<file path="config.mk">
export PLATFORM = sky130hd
export DESIGN_NAME = kmf_obuf
export DESIGN_NICKNAME = d
export VERILOG_FILES = /design/src/rtl/core/kmf_pkg.sv /design/src/rtl/core/kmf_obuf.sv
export SDC_FILE = /design/constraint.sdc
export NUM_CORES = 1
export LEC_CHECK = 0
export ABC_AREA = 1
export BUFFER_PORTS_ARGS = -buffer_cell sky130_fd_sc_hd__buf_2
export CORE_MARGIN = 8
export CORE_UTILIZATION = 53
export DETAILED_ROUTE_END_ITERATION = 6
export GPL_TIMING_DRIVEN = 0
export PLACE_DENSITY = 0.88
export SETUP_SLACK_MARGIN = 0.5
export SYNTH_ARGS = -nofsm -noshare
export SYNTH_HDL_FRONTEND = slang
export SYNTH_SLANG_ARGS = --single-unit
export TNS_END_PERCENT = 100
</file>
<file path="constraint.sdc">
create_clock -name clk -period 5.7 [get_ports clk]
set_input_delay 1.71 -clock clk [delete_from_list [all_inputs] [get_ports clk]]
set_output_delay 1.71 -clock clk [all_outputs]
set_load 0.005 [all_outputs]
</file>
<file path="src/rtl/core/kmf_pkg.sv">
package kmf_pkg;

    localparam int MAX_WORDS    = 16;
    localparam int MAX_WORD_LEN = 32;

    localparam int CHAR_W = 8;
    localparam int SLOT_W = (MAX_WORDS > 1) ? $clog2(MAX_WORDS) : 1;
    localparam int IDX_W  = (MAX_WORD_LEN > 1) ? $clog2(MAX_WORD_LEN) : 1;
    localparam int LEN_W  = $clog2(MAX_WORD_LEN + 1);

    typedef logic [CHAR_W-1:0]    char_t;
    typedef logic [SLOT_W-1:0]    slot_t;
    typedef logic [IDX_W-1:0]     idx_t;
    typedef logic [LEN_W-1:0]     len_t;
    typedef logic [MAX_WORDS-1:0] wmask_t;

    typedef len_t   len_arr_t [MAX_WORDS];
    typedef wmask_t ok_arr_t  [MAX_WORD_LEN];

    localparam idx_t  IDX_LAST    = idx_t'(MAX_WORD_LEN - 1);
    localparam char_t MASK_RESET  = char_t'(42);

    typedef enum logic [1:0] {
        KIND_LOAD = 2'd0,
        KIND_TEXT = 2'd1,
        KIND_END  = 2'd2
    } kind_t;

    // keyword character write, broadcast to every cell
    typedef struct packed {
        logic  en;
        slot_t slot;
        idx_t  pos;
        char_t ch;
    } load_t;

    // window movement, broadcast to every cell
    typedef struct packed {
        logic  app;
        idx_t  app_idx;
        logic  feed;
        logic  shift;
        char_t ch;
    } step_t;

    // outcome of the head decision
    typedef struct packed {
        logic  hit;
        len_t  len;
        char_t mask;
    } decision_t;

    typedef struct packed {
        char_t plain;
        char_t shown;
        logic  last;
    } res_t;

endpackage

</file>
<file path="src/rtl/core/kmf_obuf.sv">
module kmf_obuf (
    input  logic          clk,
    input  logic          rst_n,
    input  logic          push,
    input  kmf_pkg::res_t push_data,
    input  logic          out_ready,
    output logic          out_valid,
    output kmf_pkg::res_t out_data,
    output logic          full
);
    import kmf_pkg::*;

    logic out_valid_reg;
    logic skid_valid_reg;
    res_t out_data_reg;
    res_t skid_data_reg;
    logic out_free;

    assign out_free  = !out_valid_reg || out_ready;
    assign out_valid = out_valid_reg;
    assign out_data  = out_data_reg;
    assign full      = skid_valid_reg;

    always_ff @(posedge clk or negedge rst_n)
    begin
        if (!rst_n)
        begin
            out_valid_reg  <= 1'b0;
            skid_valid_reg <= 1'b0;
        end
        else if (out_free)
        begin
            out_valid_reg  <= skid_valid_reg || push;
            skid_valid_reg <= 1'b0;
        end
        else if (push)
        begin
            skid_valid_reg <= 1'b1;
        end
    end

    always_ff @(posedge clk)
    begin
        if (out_free)
        begin
            out_data_reg <= skid_valid_reg ? skid_data_reg : push_data;
        end
        else if (push)
        begin
            skid_data_reg <= push_data;
        end
    end

endmodule

</file>
After elaboration in Yosys (flattened, before gate mapping)
Cells that the tools add are included.
- bits in registers: 36
- output and inout bits: 19
- reductions and logical operators: 5
- muxes and demuxes: 3
- bitwise logic cells: 1
- operators with widths (kind ; count):
    17-bit 2-to-1 mux ; 1
    1-bit logical OR ; 2
    1-bit 2-to-1 mux ; 2
    2-bit AND reduction ; 1
    2-bit nonzero test ; 1
    1-bit logical NOT ; 1
    1-bit NOT ; 1

Logic depth before layout (Yosys ltp)
- word-level depth: 4
- mapped depth: 5
- mapped depth without buffers: 3

Worst setup path before layout
Ideal clock, no wire load.
- kind: input-to-reg
- start point: input port out_ready
- end point: register skid_data_reg[0] (netlist name) (enable)
- path slack: 2.340 ns
- arrival: 2.969 ns
- setup time: 0.391 ns
- buffers on the path: 0
- stages: 3
- cells stage by stage: inv_1 nand2_1 nor2_1
- longest elaborated chain between the ends: 3
- RTL lines (item ; RTL line ; source):
    start, declared ; kmf_obuf.sv:6 ; input logic out_ready,
    1-bit logical OR ; kmf_obuf.sv:19 ; assign out_free = !out_valid_reg || out_ready;
    named net out_free ; kmf_obuf.sv:17 ; logic out_free;
    1-bit NOT (no source line) ; -- ;
    2-bit AND reduction (no source line) ; -- ;
    end signal, assigned ; kmf_obuf.sv:50 ; skid_data_reg <= push_data;
    end, declared ; kmf_obuf.sv:16 ; res_t skid_data_reg;
The timed path passes the listed nets, and every way through them passes these cells.
A chain may end at the register's enable or synchronous reset.

Final worst setup path
- start point: input port out_ready
- end point: register skid_data_reg[6] (netlist name) (enable)
Same word-level chain as after synthesis.

==> flow_summary_export.csv <==
group,metric,value,unit
status,outcome,"complete, no violations",
hold_path,min_path_type,"flop to flop",
power,net-switching-power,116,uW
route,first_pass_iters,4,
power,internal_power,382,uW
power,clockPowerShare,24.6,%
route,drt_wl_total,2660,um
clock_network,cts-buffers-inserted,5,
floorplanning,die_h,66.5,um
yosys,ys_ff_latch,36,
route,drt-initial-drc-count,36,
timing,finalSetupViolCount,0,
critical_path,cp-end-kind,"flop",
critical_path,critPathLaunchType,"input pin",
power,p_per_area,304,nW/um2
floorplanning,die_area,4420,um2
critical_path,r2r_slack,3610,ps
timing,finalCriticalPeriod,3240,ps
critical_path,reg2reg_depth,2,
power,p_sw_share,23.2,%
global_routing,overflow,0,
placed_design,place_ws,1680,ps
timing,setup_ws,2460,ps
critical_path,critPathKind,"input pin to flop",
global_routing,grt_pass1_wl,4080,um
clock_network,post_cts_buffers,0,
power,ir_drop,0.000214,V
floorplanning,coreArea,2450,um2
yosys,netlist_area,1350,um2
finish,nNetsFinal,165,
critical_path,crit_path_end,"skid_data_reg[6]",
global_routing,grt_usage,12.8,%
route,vias_per_cell,5.00,
critical_path,critical-path-top-delay-family,"simple AND/OR/NAND/NOR gates",
critical_path,r2r-end,"skid_data_reg[6]",
timing,fin_crit_sh,56.8,%
finish,final_common_cell,"nand2_1",
timing,max_freq,309,MHz
route,vias,875,
clock_network,root_buffer,"clkbuf_4",
placed_design,dpl-instance-area,1590,um2
route,drc_errors,0,
timing,fin_setup_tns,0,ps
critical_path,crit_buf_inv,2,
job,maxCapViolations,0,
finish,diodes,0,
critical_path,startpoint,"out_ready",
clock_network,clk_latency,320,ps
timing,slew_violations,0,
finish,layout_common_cells,"nand2_1, buf_2, edfxtp_1",
critical_path,cp_data_arrival_time,3200,ps
yosys,ys_warn_count,0,
yosys,syn_area_per_cell,13.8,um2
global_routing,grt_pass1_vias,867,
finish,final_layout_size_suffix_gt1_share,38.6,%
power,leakage,0.000736,uW
placed_design,place.gp.congestion,0.713,
clock_network,cts_buffer_depth,2,
floorplanning,rows,18,
critical_path,critPathSlowestCell,"nor2_2",
timing,rsz0062_at_grt,"no",
critical_path,worst-path-stages,4,
timing,slew_headroom,43.5,%
power,pwr-share-seq,63.9,%
critical_path,cp_slowest_stage_delay,870,ps
clock_network,htree_levels,2,
yosys,synth_fp_nets,119,
timing,skew,5.07,ps
critical_path,rr_startpoint,"out_valid",
yosys,synth.distinct_cells,10,
route,wl_per_cell,15.2,um
route,ant_nets,0,
global_routing,grt_antenna_before_repair,0,
clock_network,cts_tree,"built",
placed_design,io_buffers,39,
yosys,yosysSeqAreaShare,79.2,%
floorplanning,ios,40,
clock_network,cts.sinks,36,
critical_path,crit_fanout,20,
power,comb_power_share,11.5,%
clock_network,hold_buffers,0,
floorplanning,die_w,66.5,um
finish,finalInstanceArea,1640,um2
critical_path,worstPathCellList,"buf_2 > inv_1 > nand2_1 > nor2_2",
critical_path,critPathRequiredTime,5660,ps
yosys,syn_inst,98,
finish,syn2layout_area_growth,21.2,%
global_routing,grt_max_degree,21,
power,power,498,uW
timing,finalHoldViolations,0,
timing,worst_pin_slew,845,ps
clock_network,clk_pin_slew,100,ps
clock_network,postCtsResizedCells,0,
floorplanning,start_util,55.1,%
==> worst min-delay path by stage <==
stage / from / end / slack, ps / cells after the start
2_1_floorplan: skid_data_reg[13] / out_data[13] / 490 / 2
3_3_place_gp: skid_data_reg[13] / out_data[13] / 500 / 2
3_5_place_dp: skid_data_reg[0] / out_data[0] / 510 / 2
4_1_cts: skid_data_reg[0] / out_data[0] / 530 / 2
5_1_grt: skid_data_reg[15] / out_data[15] / 560 / 2
6_report: skid_data_reg[0] / out_data[0] / 530 / 2
==> synthesized netlist by cell type, drive strengths merged <==
cell type	instances	share of area (%)
nand2	53	16
inv	3	1.4
buf	2	1.9
edfxtp	34	75
nor2	3	0.83
clkbuf	1	1.0
dfrtp	2	3.7
==> area by class of cell <==
type                            count  area, um2
Clock inverter                      3       13.8
Timing Repair Buffer               39        195
Inverter                            3       18.8
Multi-Input combinational cell     56        225
Fill cell                         179        816
Buffer                              3       40.0
Clock buffer                        5       37.5
Tap cell                           30       37.5
Sequential cell                    36       1070
==> cell families after synthesis <==
logic type | count (synthesis) | synth area share (%)
buffers and inverters | 6 | 4.35
DFF | 36 | 79.2
and+or+nand+nor | 56 | 16.5
==> power groups by stage <==
stage	Sequential [uW]	Clock (uW)	Combinational [uW]
floorplan	326	0	25.4
global placement	323	0	54.4
detailed placement	325	0	58.0
CTS	319	126	58.1
global route	320	135	63.3
finish	318	123	57.0
==> worst register-to-register path, delay by kind of cell, from the launching register on <==
| kind | cells | cell delay (ps) |
|---|---|---|
| DFF | 1 | 360 |
| and+or+nand+nor | 2 | 1360 |
==> layer usage <==
metal | vias to the layer above | GRT usage, % | wire length [um]
met5 | - | 0 | 0
met4 | 0 | 7.47 | 72
met3 | 8 | 5.70 | 161
met2 | 39 | 22.8 | 1500
met1 | 410 | 11.9 | 920
li1 | 418 | - | -
==> stage by stage <==
stage	utilization (%)	hold WS, ps	instances
5_1_grt	66.8	557	175
4_1_cts	66.7	531	175
3_3_place_gp	64.6	500	167
3_5_place_dp	64.6	505	167
6_report	66.8	527	175
2_1_floorplan	-	490	98
No activity file was read; power rests on OpenSTA's default activity.
