`src/rtl/core/kmf_pkg.sv`:
```
package kmf_pkg;

    localparam int MAX_WORDS    = 16;
    localparam int MAX_WORD_LEN = 32;

    localparam int CHAR_W = 8;
    localparam int SLOT_W = (MAX_WORDS > 1) ? $clog2(MAX_WORDS) : 1;
    localparam int IDX_W  = (MAX_WORD_LEN > 1) ? $clog2(MAX_WORD_LEN) : 1;
    localparam int LEN_W  = $clog2(MAX_WORD_LEN + 1);

    typedef logic [CHAR_W-1:0]    char_t;
    typedef logic [SLOT_W-1:0]    slot_t;
    typedef logic [IDX_W-1:0]     idx_t;
    typedef logic [LEN_W-1:0]     len_t;
    typedef logic [MAX_WORDS-1:0] wmask_t;

    typedef len_t   len_arr_t [MAX_WORDS];
    typedef wmask_t ok_arr_t  [MAX_WORD_LEN];

    localparam idx_t  IDX_LAST    = idx_t'(MAX_WORD_LEN - 1);
    localparam char_t MASK_RESET  = char_t'(42);

    typedef enum logic [1:0] {
        KIND_LOAD = 2'd0,
        KIND_TEXT = 2'd1,
        KIND_END  = 2'd2
    } kind_t;

    // keyword character write, broadcast to every cell
    typedef struct packed {
        logic  en;
        slot_t slot;
        idx_t  pos;
        char_t ch;
    } load_t;

    // window movement, broadcast to every cell
    typedef struct packed {
        logic  app;
        idx_t  app_idx;
        logic  feed;
        logic  shift;
        char_t ch;
    } step_t;

    // outcome of the head decision
    typedef struct packed {
        logic  hit;
        len_t  len;
        char_t mask;
    } decision_t;

    typedef struct packed {
        char_t plain;
        char_t shown;
        logic  last;
    } res_t;

endpackage

```
`src/rtl/core/kmf_match.sv`:
```
module kmf_match (
    input  kmf_pkg::ok_arr_t   ok_all,
    input  kmf_pkg::len_arr_t  lens,
    input  kmf_pkg::len_t      avail,
    input  kmf_pkg::char_t     mask,
    output kmf_pkg::decision_t dec
);
    import kmf_pkg::*;

    wmask_t all_ok;
    wmask_t cand;

    // AND each slot's verdict across the window
    always_comb
    begin
        all_ok = '1;
        for (int k = 0; k < MAX_WORD_LEN; k++)
        begin
            all_ok = all_ok & ok_all[k];
        end
        for (int w = 0; w < MAX_WORDS; w++)
        begin
            cand[w] = all_ok[w] && (lens[w] >= len_t'(2)) && (lens[w] <= avail);
        end
    end

    // lowest slot wins
    always_comb
    begin
        dec.hit  = 1'b0;
        dec.len  = '0;
        dec.mask = mask;
        for (int w = MAX_WORDS - 1; w >= 0; w--)
        begin
            if (cand[w])
            begin
                dec.hit = 1'b1;
                dec.len = lens[w];
            end
        end
    end

endmodule

```
`config.mk`:
```
export PLATFORM = sky130hd
export DESIGN_NAME = kmf_match
export DESIGN_NICKNAME = d
export VERILOG_FILES = /design/src/rtl/core/kmf_pkg.sv /design/src/rtl/core/kmf_match.sv
export SDC_FILE = /design/constraint.sdc
export NUM_CORES = 1
export LEC_CHECK = 0
export ABC_AREA = 1
export ABC_CLOCK_PERIOD_IN_PS = 9450
export BUFFER_PORTS_ARGS = -buffer_cell sky130_fd_sc_hd__buf_2
export CELL_PAD_IN_SITES_DETAIL_PLACEMENT = 1
export CELL_PAD_IN_SITES_GLOBAL_PLACEMENT = 2
export CORE_AREA = 2 2 251 253
export DETAILED_ROUTE_END_ITERATION = 7
export DIE_AREA = 0 0 253 255
export PLACE_DENSITY_LB_ADDON = 0.1
export SLEW_MARGIN = 0
export SYNTH_ARGS = -nofsm -noshare
export SYNTH_HDL_FRONTEND = slang
export SYNTH_SLANG_ARGS = --single-unit
```
`constraint.sdc`:
```
create_clock -name vclk -period 9.45
set_clock_uncertainty 0.2 [all_clocks]
set_input_delay 2.3625 -clock vclk [all_inputs]
set_output_delay 2.3625 -clock vclk [all_outputs]
set_load 0.03 [all_outputs]
```
---- Word-level counts from Yosys, hierarchy flattened ----
Index checks and enable logic that the tools add are counted.
word-level totals
  bits in registers ....................... 0
  input bits .............................. 622
  word-level logic and storage cells ...... 111
operators by class
  $lt $le $gt $ge ......................... 32
  bitwise operators ....................... 31
  muxes and demuxes ....................... 16
  reduce and logical (&&, ||, !) cells .... 32
operator list
  kind                                                                                 count
  16-bit bitwise AND                                                                   31
  7-bit 2-to-1 mux                                                                     16
  6-bit by 2-bit greater-or-equal comparator with 1-bit output, second input constant  16
  6-bit less-or-equal comparator                                                       16
  1-bit logical AND                                                                    32

---- Depth between registers and ports, before layout ----
Gate-level depths: netlist of the first run.
  word-level depth ........................ 49
  depth in mapped cells ................... 23
  depth with buffers taken out ............ 23

---- Worst setup path after synthesis of the first run ----
No wires, ideal clock.
  path kind ............................... input -> output
  start ................................... input port avail[5]
  end ..................................... output port dec[10] (netlist bit)
  setup slack ............................. 2.559 ns
  required time ........................... 6.888 ns
  arrival time ............................ 4.328 ns
  stages .................................. 21
  path buffers ............................ 0
  cell sequence ........................... inv_1 ha_1 nand2_1 nor2_1 o21ai_1 o211ai_2 nand2_2 nand2_2 or2_1 nand2_1 nand2_1 nand2_1 nand2_1 nand2_1 nand2_1 nand2_1 nand2_1 nand2_1 nand2_1 nand2_1 nand2_1
RTL lines
  element      RTL line        RTL
  from (decl)  kmf_match.sv:4  input kmf_pkg::len_t avail,
  to (decl)    kmf_match.sv:6  output kmf_pkg::decision_t dec

==> summary.md, run 1 <==
| Metric | Value |
|---|---|
| Run status | `completed` |
| Crit path time final | `7.96 ns` |
| Synthesized net count | `1612` |
| Critical path's largest stage delay | `0.56 ns` |
| Total chip power | `0.274 mW` |
| Final weighted congestion of routability-driven global placement | `0.766` |
| Worst hold path depth | `0` |
| Setup repair after global routing missed its margin | `no` |
| Count of flip-flops and latches | `0` |
| Element type at the critical path start | `input pin` |
| Endpoint kind of the worst setup timing path | `primary output` |
| Worst setup path end | `dec[12]` |
| Initial DRC count | `142` |
| Dpl hpwl | `36.6 mm` |
| Highest achievable clock rate | `0.126 GHz` |
| Die Y-Extent | `255 um` |
| Total Routing Usage GR | `11.1%` |
| Number of instances in the synthesized netlist | `894` |
| Area inside the core boundary | `0.0622 mm^2` |
| Clock buffer instance count of the final layout | `0` |
| Sequential cell area fraction in the yosys report | `0%` |
| Leading post-synthesis cells by instance count | `233 x nand2_1, 111 x nand4_1, 105 x nor2_1, 100 x inv_1, 96 x ha_1` |
| Nets | `2232` |
| Critical path start-end classification | `input pin to primary output` |
| DR vias/cell | `3.70` |
| Fin crit share | `84.2%` |
| Antenna violations before repair | `10` |
| Final wirelength | `39.1 mm` |
| Hold-fix buffer count after cts | `0` |
| Remaining antenna violation count after routing | `0` |
| Area growth from synthesis to final layout | `81.4%` |
| Routed metal-1 wirelength | `16.4 mm` |
| Main area contributors after synthesis | `ha_1 24%, nand2_1 17%, nand4_1 14%` |
| Area of combinational cells with multiple inputs | `0.00454 mm^2` |
| Met3 layer wire length in the routed design | `2.10 mm` |
| Worst slew slack as a fraction of its limit | `46.4%` |
| Critical Path Most Common Cell | `nand2_1` |
| Routed wl met2 | `20.5 mm` |
| Initial core utilization | `8.09%` |
| Number of buffers inserted by post-CTS setup repair | `0` |
| Max VDD drop | `0.00728 mV` |
| Floorplan die area | `0.0645 mm^2` |
| Storage element area | `0 um^2` |
| Peak fanout along the critical path | `10` |
| WL/cell | `16.9 um` |
| Count of port buffers added during placement | `621` |
| Row count | `92` |
| Power per Cell Area | `30.0 mW/mm^2` |
| DRC errors left | `0` |
| Highest metal layer with signal wires | `met5` |
| Total via count after detailed routing | `8567` |
| Average size of a mapped cell | `5.62 um^2` |
| Total standard cell area after synthesis | `0.00503 mm^2` |
| Vias in the first global route | `8972` |
| Static Leak | `4.98 nW` |
| Final count of pins violating max slew | `0` |
| Count of pins on the block boundary | `637` |
| Startpoint of the worst setup timing path | `avail[3]` |
| Worst path slowest cell | `inv_1` |
| Proportion of layout cells with a drive suffix above 1 | `44.3%` |
| Data required time of the critical path | `6.89 ns` |
| Most instantiated library cell after synthesis | `nand2_1` |
| Count of endpoints failing setup in the final report | `0` |
| Max cap viols | `0` |
| Layout filler cell count | `7867` |
| First-pass detailed-route iteration total | `4` |
| Top-area cell type share of the netlist area | `23.9%` |
| Cells resized by post-CTS repair | `0` |
| Maximum number of pins on one net before global-route repair | `17` |
| Global-route wire length before repair | `54.2 mm` |
| Least-Margin Pin Slew | `0.797 ns` |
| Final TNS setup | `0 ns` |
| Hold slack final | `4.53 ns` |
| Number of distinct library cells after synthesis | `41` |
| Data arrival time of the critical path | `5.40 ns` |
| Path type of the worst min-delay path | `input pin to primary output` |
| Hold Vio Cnt, Final | `0` |
| Biggest area consumer among synthesized cells | `ha_1` |
| Warning count from the yosys run | `0` |
| Critical-path cell list | `buf_2 > inv_1 > buf_4 > ha_1 > nand2_1 > inv_1 > o21bai_1 > nand3_1 > nand2_1 > nand3_1 > nand2_1 > nor2_1 > nand2_1 > nand2_1 > nand3_1 > nand2_1 > nand2_1 > nand2_1 > nand2_1 > buf_2` |
| Total overflow reported by the global router | `0` |
| Width of the chip | `253 um` |
-- worst max-delay path: cells and delay by family --
| family | cells | cell delay (ns) |
|---|---|---|
| AO/OA/AOI/OAI | 1 | 0.12 |
| adder cells (fa/ha/maj) | 1 | 0.26 |
| buffers and inverters | 5 | 1.23 |
| AND/OR/NAND/NOR | 13 | 1.39 |
-- layout by cell type (no fill, tap or decap), drive strengths merged --
cell type    n
a21o         2
a211oi       3
o21bai       9
o21ai       39
nand3       48
o21a         2
nor2       117
inv        111
nand2      242
o211ai       8
nor3        15
nand4      113
diode        5
o22ai        3
a21oi       41
ha          96
nor4        21
nand3b       2
or2          5
buf        627
o211a        1
and3         3
a221oi       1
mux2i        1
a31oi        1
a32o         1
-- layer usage --
layer	up-vias	GRT usage (%)
li1	4384	-
met1	3872	13.3
met2	285	21.8
met3	18	1.59
met4	8	0.355
met5	-	0
-- cell families (layout without fill, tap and decap cells) --
family                   after synthesis  in the layout  synth area share (%)
buffers and inverters                120            738                  9.70
AND/OR/NAND/NOR                      566            566                  53.2
other                                  0              5                     0
AO/OA/AOI/OAI                        111            111                  13.0
adder cells (fa/ha/maj)               96             96                  23.9
multiplexers                           1              1                 0.199
-- through the flow --
step                      area, um^2  worst slack [ns]  instances  utilization, %
after floorplan                 5030              2.56        894               -
after global routing            9120              1.15       2314            14.7
after global placement          9110              1.39       2311            14.7
final                           9120              1.49       2316            14.7
after detailed placement        9110              1.41       2311            14.7
after CTS                       9110              1.41       2311            14.7
-- final cells by class --
type	count	area share [%]
Antenna cell	5	0.137
Inverter	111	4.57
Multi-Input combinational cell	774	49.8
Tap cell	799	11.0
Timing Repair Buffer	627	34.6
-- worst min path at each step --
stage                        from     end  slack (ns)
final                     mask[3]  dec[3]        4.53
after global routing      mask[6]  dec[6]        4.53
after CTS                 mask[3]  dec[3]        4.53
after detailed placement  mask[3]  dec[3]        4.53
after global placement    mask[3]  dec[3]        4.53
after floorplan           mask[0]  dec[0]        4.66
-- where the power goes --
part | internal, mW | switching (mW)
Combinational | 0.139 | 0.135
Sequential | 0 | 0
Clock | 0.0000000709 | 0
Total | 0.139 | 0.135
Power figures use the tool's default switching activity.
==> run 2, diff against run 1 <==
--- a/config.mk
+++ b/config.mk
@@ -5,14 +5,14 @@
 export SDC_FILE = /design/constraint.sdc
 export NUM_CORES = 1
 export LEC_CHECK = 0
-export ABC_AREA = 1
-export ABC_CLOCK_PERIOD_IN_PS = 9450
+export ABC_AREA = 0
+export ABC_CLOCK_PERIOD_IN_PS = 7500
 export BUFFER_PORTS_ARGS = -buffer_cell sky130_fd_sc_hd__buf_2
 export CELL_PAD_IN_SITES_DETAIL_PLACEMENT = 1
 export CELL_PAD_IN_SITES_GLOBAL_PLACEMENT = 2
-export CORE_AREA = 2 2 251 253
+export CORE_AREA = 2 2 247 249
 export DETAILED_ROUTE_END_ITERATION = 7
-export DIE_AREA = 0 0 253 255
+export DIE_AREA = 0 0 249 251
 export PLACE_DENSITY_LB_ADDON = 0.1
 export SLEW_MARGIN = 0
 export SYNTH_ARGS = -nofsm -noshare
==> constraint.sdc (replaced) <==
create_clock -name vclk -period 7.5
set_clock_uncertainty 0.2 [all_clocks]
set_input_delay 1.875 -clock vclk [all_inputs]
set_output_delay 1.875 -clock vclk [all_outputs]
set_load 0.03 [all_outputs]
==> summary.md, run 2 <==
| Metric | Value |
|---|---|
| Static Leak | `4.26 nW (-14%)` |
| Proportion of layout cells with a drive suffix above 1 | `52.5% (+8.2 points)` |
| Warning count from the yosys run | `0 (unchanged)` |
| Combinational family with the most area after synthesis | `simple AND/OR/NAND/NOR gates` |
| Global-route wire length before repair | `58.0 mm (+6.8%)` |
| Row count | `90 (-2.2%)` |
| Most instantiated library cell after synthesis | `nand4_1` |
| Min-delay src | `mask[1]` |
| Sequential cell area fraction in the yosys report | `0% (unchanged)` |
| DR vias/cell | `3.84 (+3.7%)` |
| Count of port buffers added during placement | `621 (unchanged)` |
| Average size of a mapped cell | `7.00 um^2 (+25%)` |
| Crit path time final | `7.22 ns` |
| Die Y-Extent | `251 um (-1.6%)` |
| Number of instances in the synthesized netlist | `644 (-28%)` |
| Max cap viols | `0 (unchanged)` |
| Met2 track demand over resource in global routing | `25.0% (+3.2 points)` |
| Max VDD drop | `0.00865 mV (+19%)` |
| Hold-fix buffer count after cts | `0 (unchanged)` |
| Placed cell count | `2056 (-11%)` |
| Setup repair after global routing missed its margin | `no` |
| Highest achievable clock rate | `0.138 GHz` |
| Layout Utilization | `14.6% (-0.041 points)` |
| Main area contributors after synthesis | `ha_1 27%, nand4_1 19%, a21oi_1 6.2%` |
| Complex-gate fraction of the synthesized area | `25.5% (+13 points)` |
| Xor and xnor area share after synthesis | `0% (unchanged)` |
| Total via count after detailed routing | `7908 (-7.7%)` |
| Hold slack final | `3.55 ns (-0.975 ns)` |
| Total Routing Usage GR | `12.4% (+1.2 points)` |
| Startpoint of the worst setup timing path | `avail[3]` |
| Count of endpoints failing setup in the final report | `0 (unchanged)` |
| Most frequent standard cell in the layout excluding fill and tap cells | `buf_2` |
| Data arrival time of the critical path | `5.15 ns (-0.25 ns)` |
| Floorplan die area | `0.0625 mm^2 (-3.1%)` |
| Non-filler cells, final | `2062 (-11%)` |
| Fin crit share | `96.3%` |
| Nets | `1998 (-10%)` |
| Basic-gate share of the synthesized area counting and, or, nand and nor cells | `38.2% (-15 points)` |
| Busiest metal layer after global routing | `met2` |
| Endpoint kind of the worst setup timing path | `primary output` |
| Peak fanout along the critical path | `11 (+1)` |
| Portion of netlist area occupied by mux cells | `2.77% (+2.6 points)` |
| Run status | `completed` |
| Path type of the worst min-delay path | `input pin to primary output` |
| Least-Margin Pin Slew | `0.675 ns (-0.122 ns)` |
| Initial DRC count | `195 (+37%)` |
| Maximum number of pins on one net before global-route repair | `14 (-3)` |
| WL/cell | `19.7 um (+17%)` |
| Worst path slowest cell | `a311oi_2` |
| Worst hold path depth | `0 (unchanged)` |
| Element type at the critical path start | `input pin` |
| Total overflow reported by the global router | `0 (unchanged)` |
| Number of distinct library cells after synthesis | `57 (+39%)` |
| Worst slew slack as a fraction of its limit | `54.8% (+8.4 points)` |
| Critical-path cell list | `buf_2 > clkinvlp_4 > buf_4 > buf_4 > ha_1 > a21o_1 > a21oi_1 > o221ai_1 > a21oi_1 > buf_4 > nor2_1 > a221oi_2 > o311ai_2 > a311oi_2 > o31ai_1 > mux2_2 > buf_2` |
| Hold path endpoint | `dec[1]` |
| Vias in the first global route | `8912 (-0.67%)` |
| Most used cells in the layout excluding fill and tap cells | `621 x buf_2, 136 x nand4_1, 96 x ha_1` |
| Leading post-synthesis cells by instance count | `136 x nand4_1, 96 x ha_1, 56 x a21oi_1, 53 x inv_1, 32 x nor4_1` |
| Total standard cell area after synthesis | `0.00451 mm^2 (-10%)` |
| Synthesized net count | `1362 (-16%)` |
| Final wirelength | `40.6 mm (+3.7%)` |
| Critical path start-end classification | `input pin to primary output` |
| Initial core utilization | `7.54% (-0.55 points)` |
| Antenna violations before repair | `6 (-4)` |
| Width of the chip | `249 um (-1.6%)` |
| Critical path's largest stage delay | `0.35 ns (-0.21 ns)` |
| Dpl hpwl | `38.0 mm (+3.9%)` |
| Area growth from synthesis to final layout | `94.0%` |
| Clock buffer instance count of the final layout | `0 (unchanged)` |
| Met1 Usage GRT | `14.1% (+0.76 points)` |
| Met3 track utilization from global routing | `2.05% (+0.46 points)` |
| Final count of pins violating max slew | `0 (unchanged)` |
| DRC errors left | `0 (unchanged)` |
| Count of flip-flops and latches | `0 (unchanged)` |
| Final TNS setup | `0 ns (unchanged)` |
| Data required time of the critical path | `5.43 ns (-1.46 ns)` |
| Top-area cell type share of the netlist area | `26.6% (+2.7 points)` |
| Adder and majority gate portion of the synthesized area | `26.6% (+2.7 points)` |
| Remaining antenna violation count after routing | `0 (unchanged)` |
| Count of pins on the block boundary | `637 (unchanged)` |
| First-pass detailed-route iteration total | `4 (unchanged)` |
| Critical Path Most Common Cell | `buf_4` |
| Hold Vio Cnt, Final | `0 (unchanged)` |
| Final weighted congestion of routability-driven global placement | `0.767 (about the same)` |
| Storage element area | `0 um^2 (unchanged)` |
| Biggest area consumer among synthesized cells | `ha_1` |
| Power per Cell Area | `39.0 mW/mm^2 (+30%)` |
| Area inside the core boundary | `0.0598 mm^2 (-3.8%)` |
## run 2: cell types whose count changed after synthesis, sizes merged, moves of 8 or more
cell | previous run | this run
nor2b | 0 | 8
a21oi | 41 | 56
nand2 | 242 | 28
o21ai | 39 | 13
o21bai | 9 | 1
nand3 | 48 | 22
o22ai | 3 | 12
nor4 | 21 | 32
nor2 | 117 | 28
nand4 | 113 | 136
or4 | 0 | 15
a21o | 2 | 14
inv | 111 | 53
## run 2: worst max-delay path: cells and delay by family
kind                       cells  cell delay, ns
and+or+nand+nor                1            0.08
buffers and inverters          6            1.05
muxes                          1            0.27
adders and majority gates      1            0.29
AOI/OAI and AO/OA              8            1.58
## run 2: area by class of cell
cell class	count	area (um^2)
inverters	53	210
well taps	782	978
repair buffers	651	3330
diodes	2	5.00
fillers	7375	51000
multi-input cells	574	4220
## run 2: timing repair
action	4_1_cts	5_1_grt
gates resized for setup	0	8
setup buffers	0	4
endpoints found under the setup margin	0	5
## run 2: how the worst max path moves through the flow
stage               slack [ns]  cells past startpoint       to
floorplan                 0.29                     12  dec[10]
global placement          0.10                     14  dec[11]
detailed placement        0.04                     14  dec[11]
CTS                       0.03                     14  dec[11]
global route             0.006                     15  dec[10]
finish                    0.28                     17  dec[11]
## run 2: kinds of logic (layout without fill, tap and decap cells)
| kind of cell | count (synthesis) | in the layout |
|---|---|---|
| AO/OA/AOI/OAI | 166 | 166 |
| adder cells (fa/ha/maj) | 96 | 96 |
| buffers and inverters | 70 | 704 |
| multiplexers | 12 | 12 |
| other | 0 | 2 |
| AND/OR/NAND/NOR | 300 | 300 |
## run 2: report_power, final
| part | total [mW] | switching, mW | internal, mW | leakage, nW |
|---|---|---|---|---|
| Clock | 0.0000000357 | 0 | 0.0000000357 | 0.0000127 |
| Sequential | 0 | 0 | 0 | 0 |
| Combinational | 0.341 | 0.162 | 0.179 | 4.26 |
| Total | 0.341 | 0.162 | 0.179 | 4.26 |
## run 2: through the flow
step / worst slack (ns) / cell area (um^2) / total power, mW
floorplan: 0.290 / 4510 / 0.113
global placement: 0.101 / 8680 / 0.342
detailed placement: 0.0445 / 8680 / 0.346
CTS: 0.0262 / 8680 / 0.348
global route: 0.00634 / 8750 / 0.389
finish: 0.276 / 8750 / 0.341
## run 2: routing by layer
layer	wire, um	vias up
met1	16400	3664
met2	21900	302
li1	-	3928
met5	27	-
met4	67	4
met3	2200	10
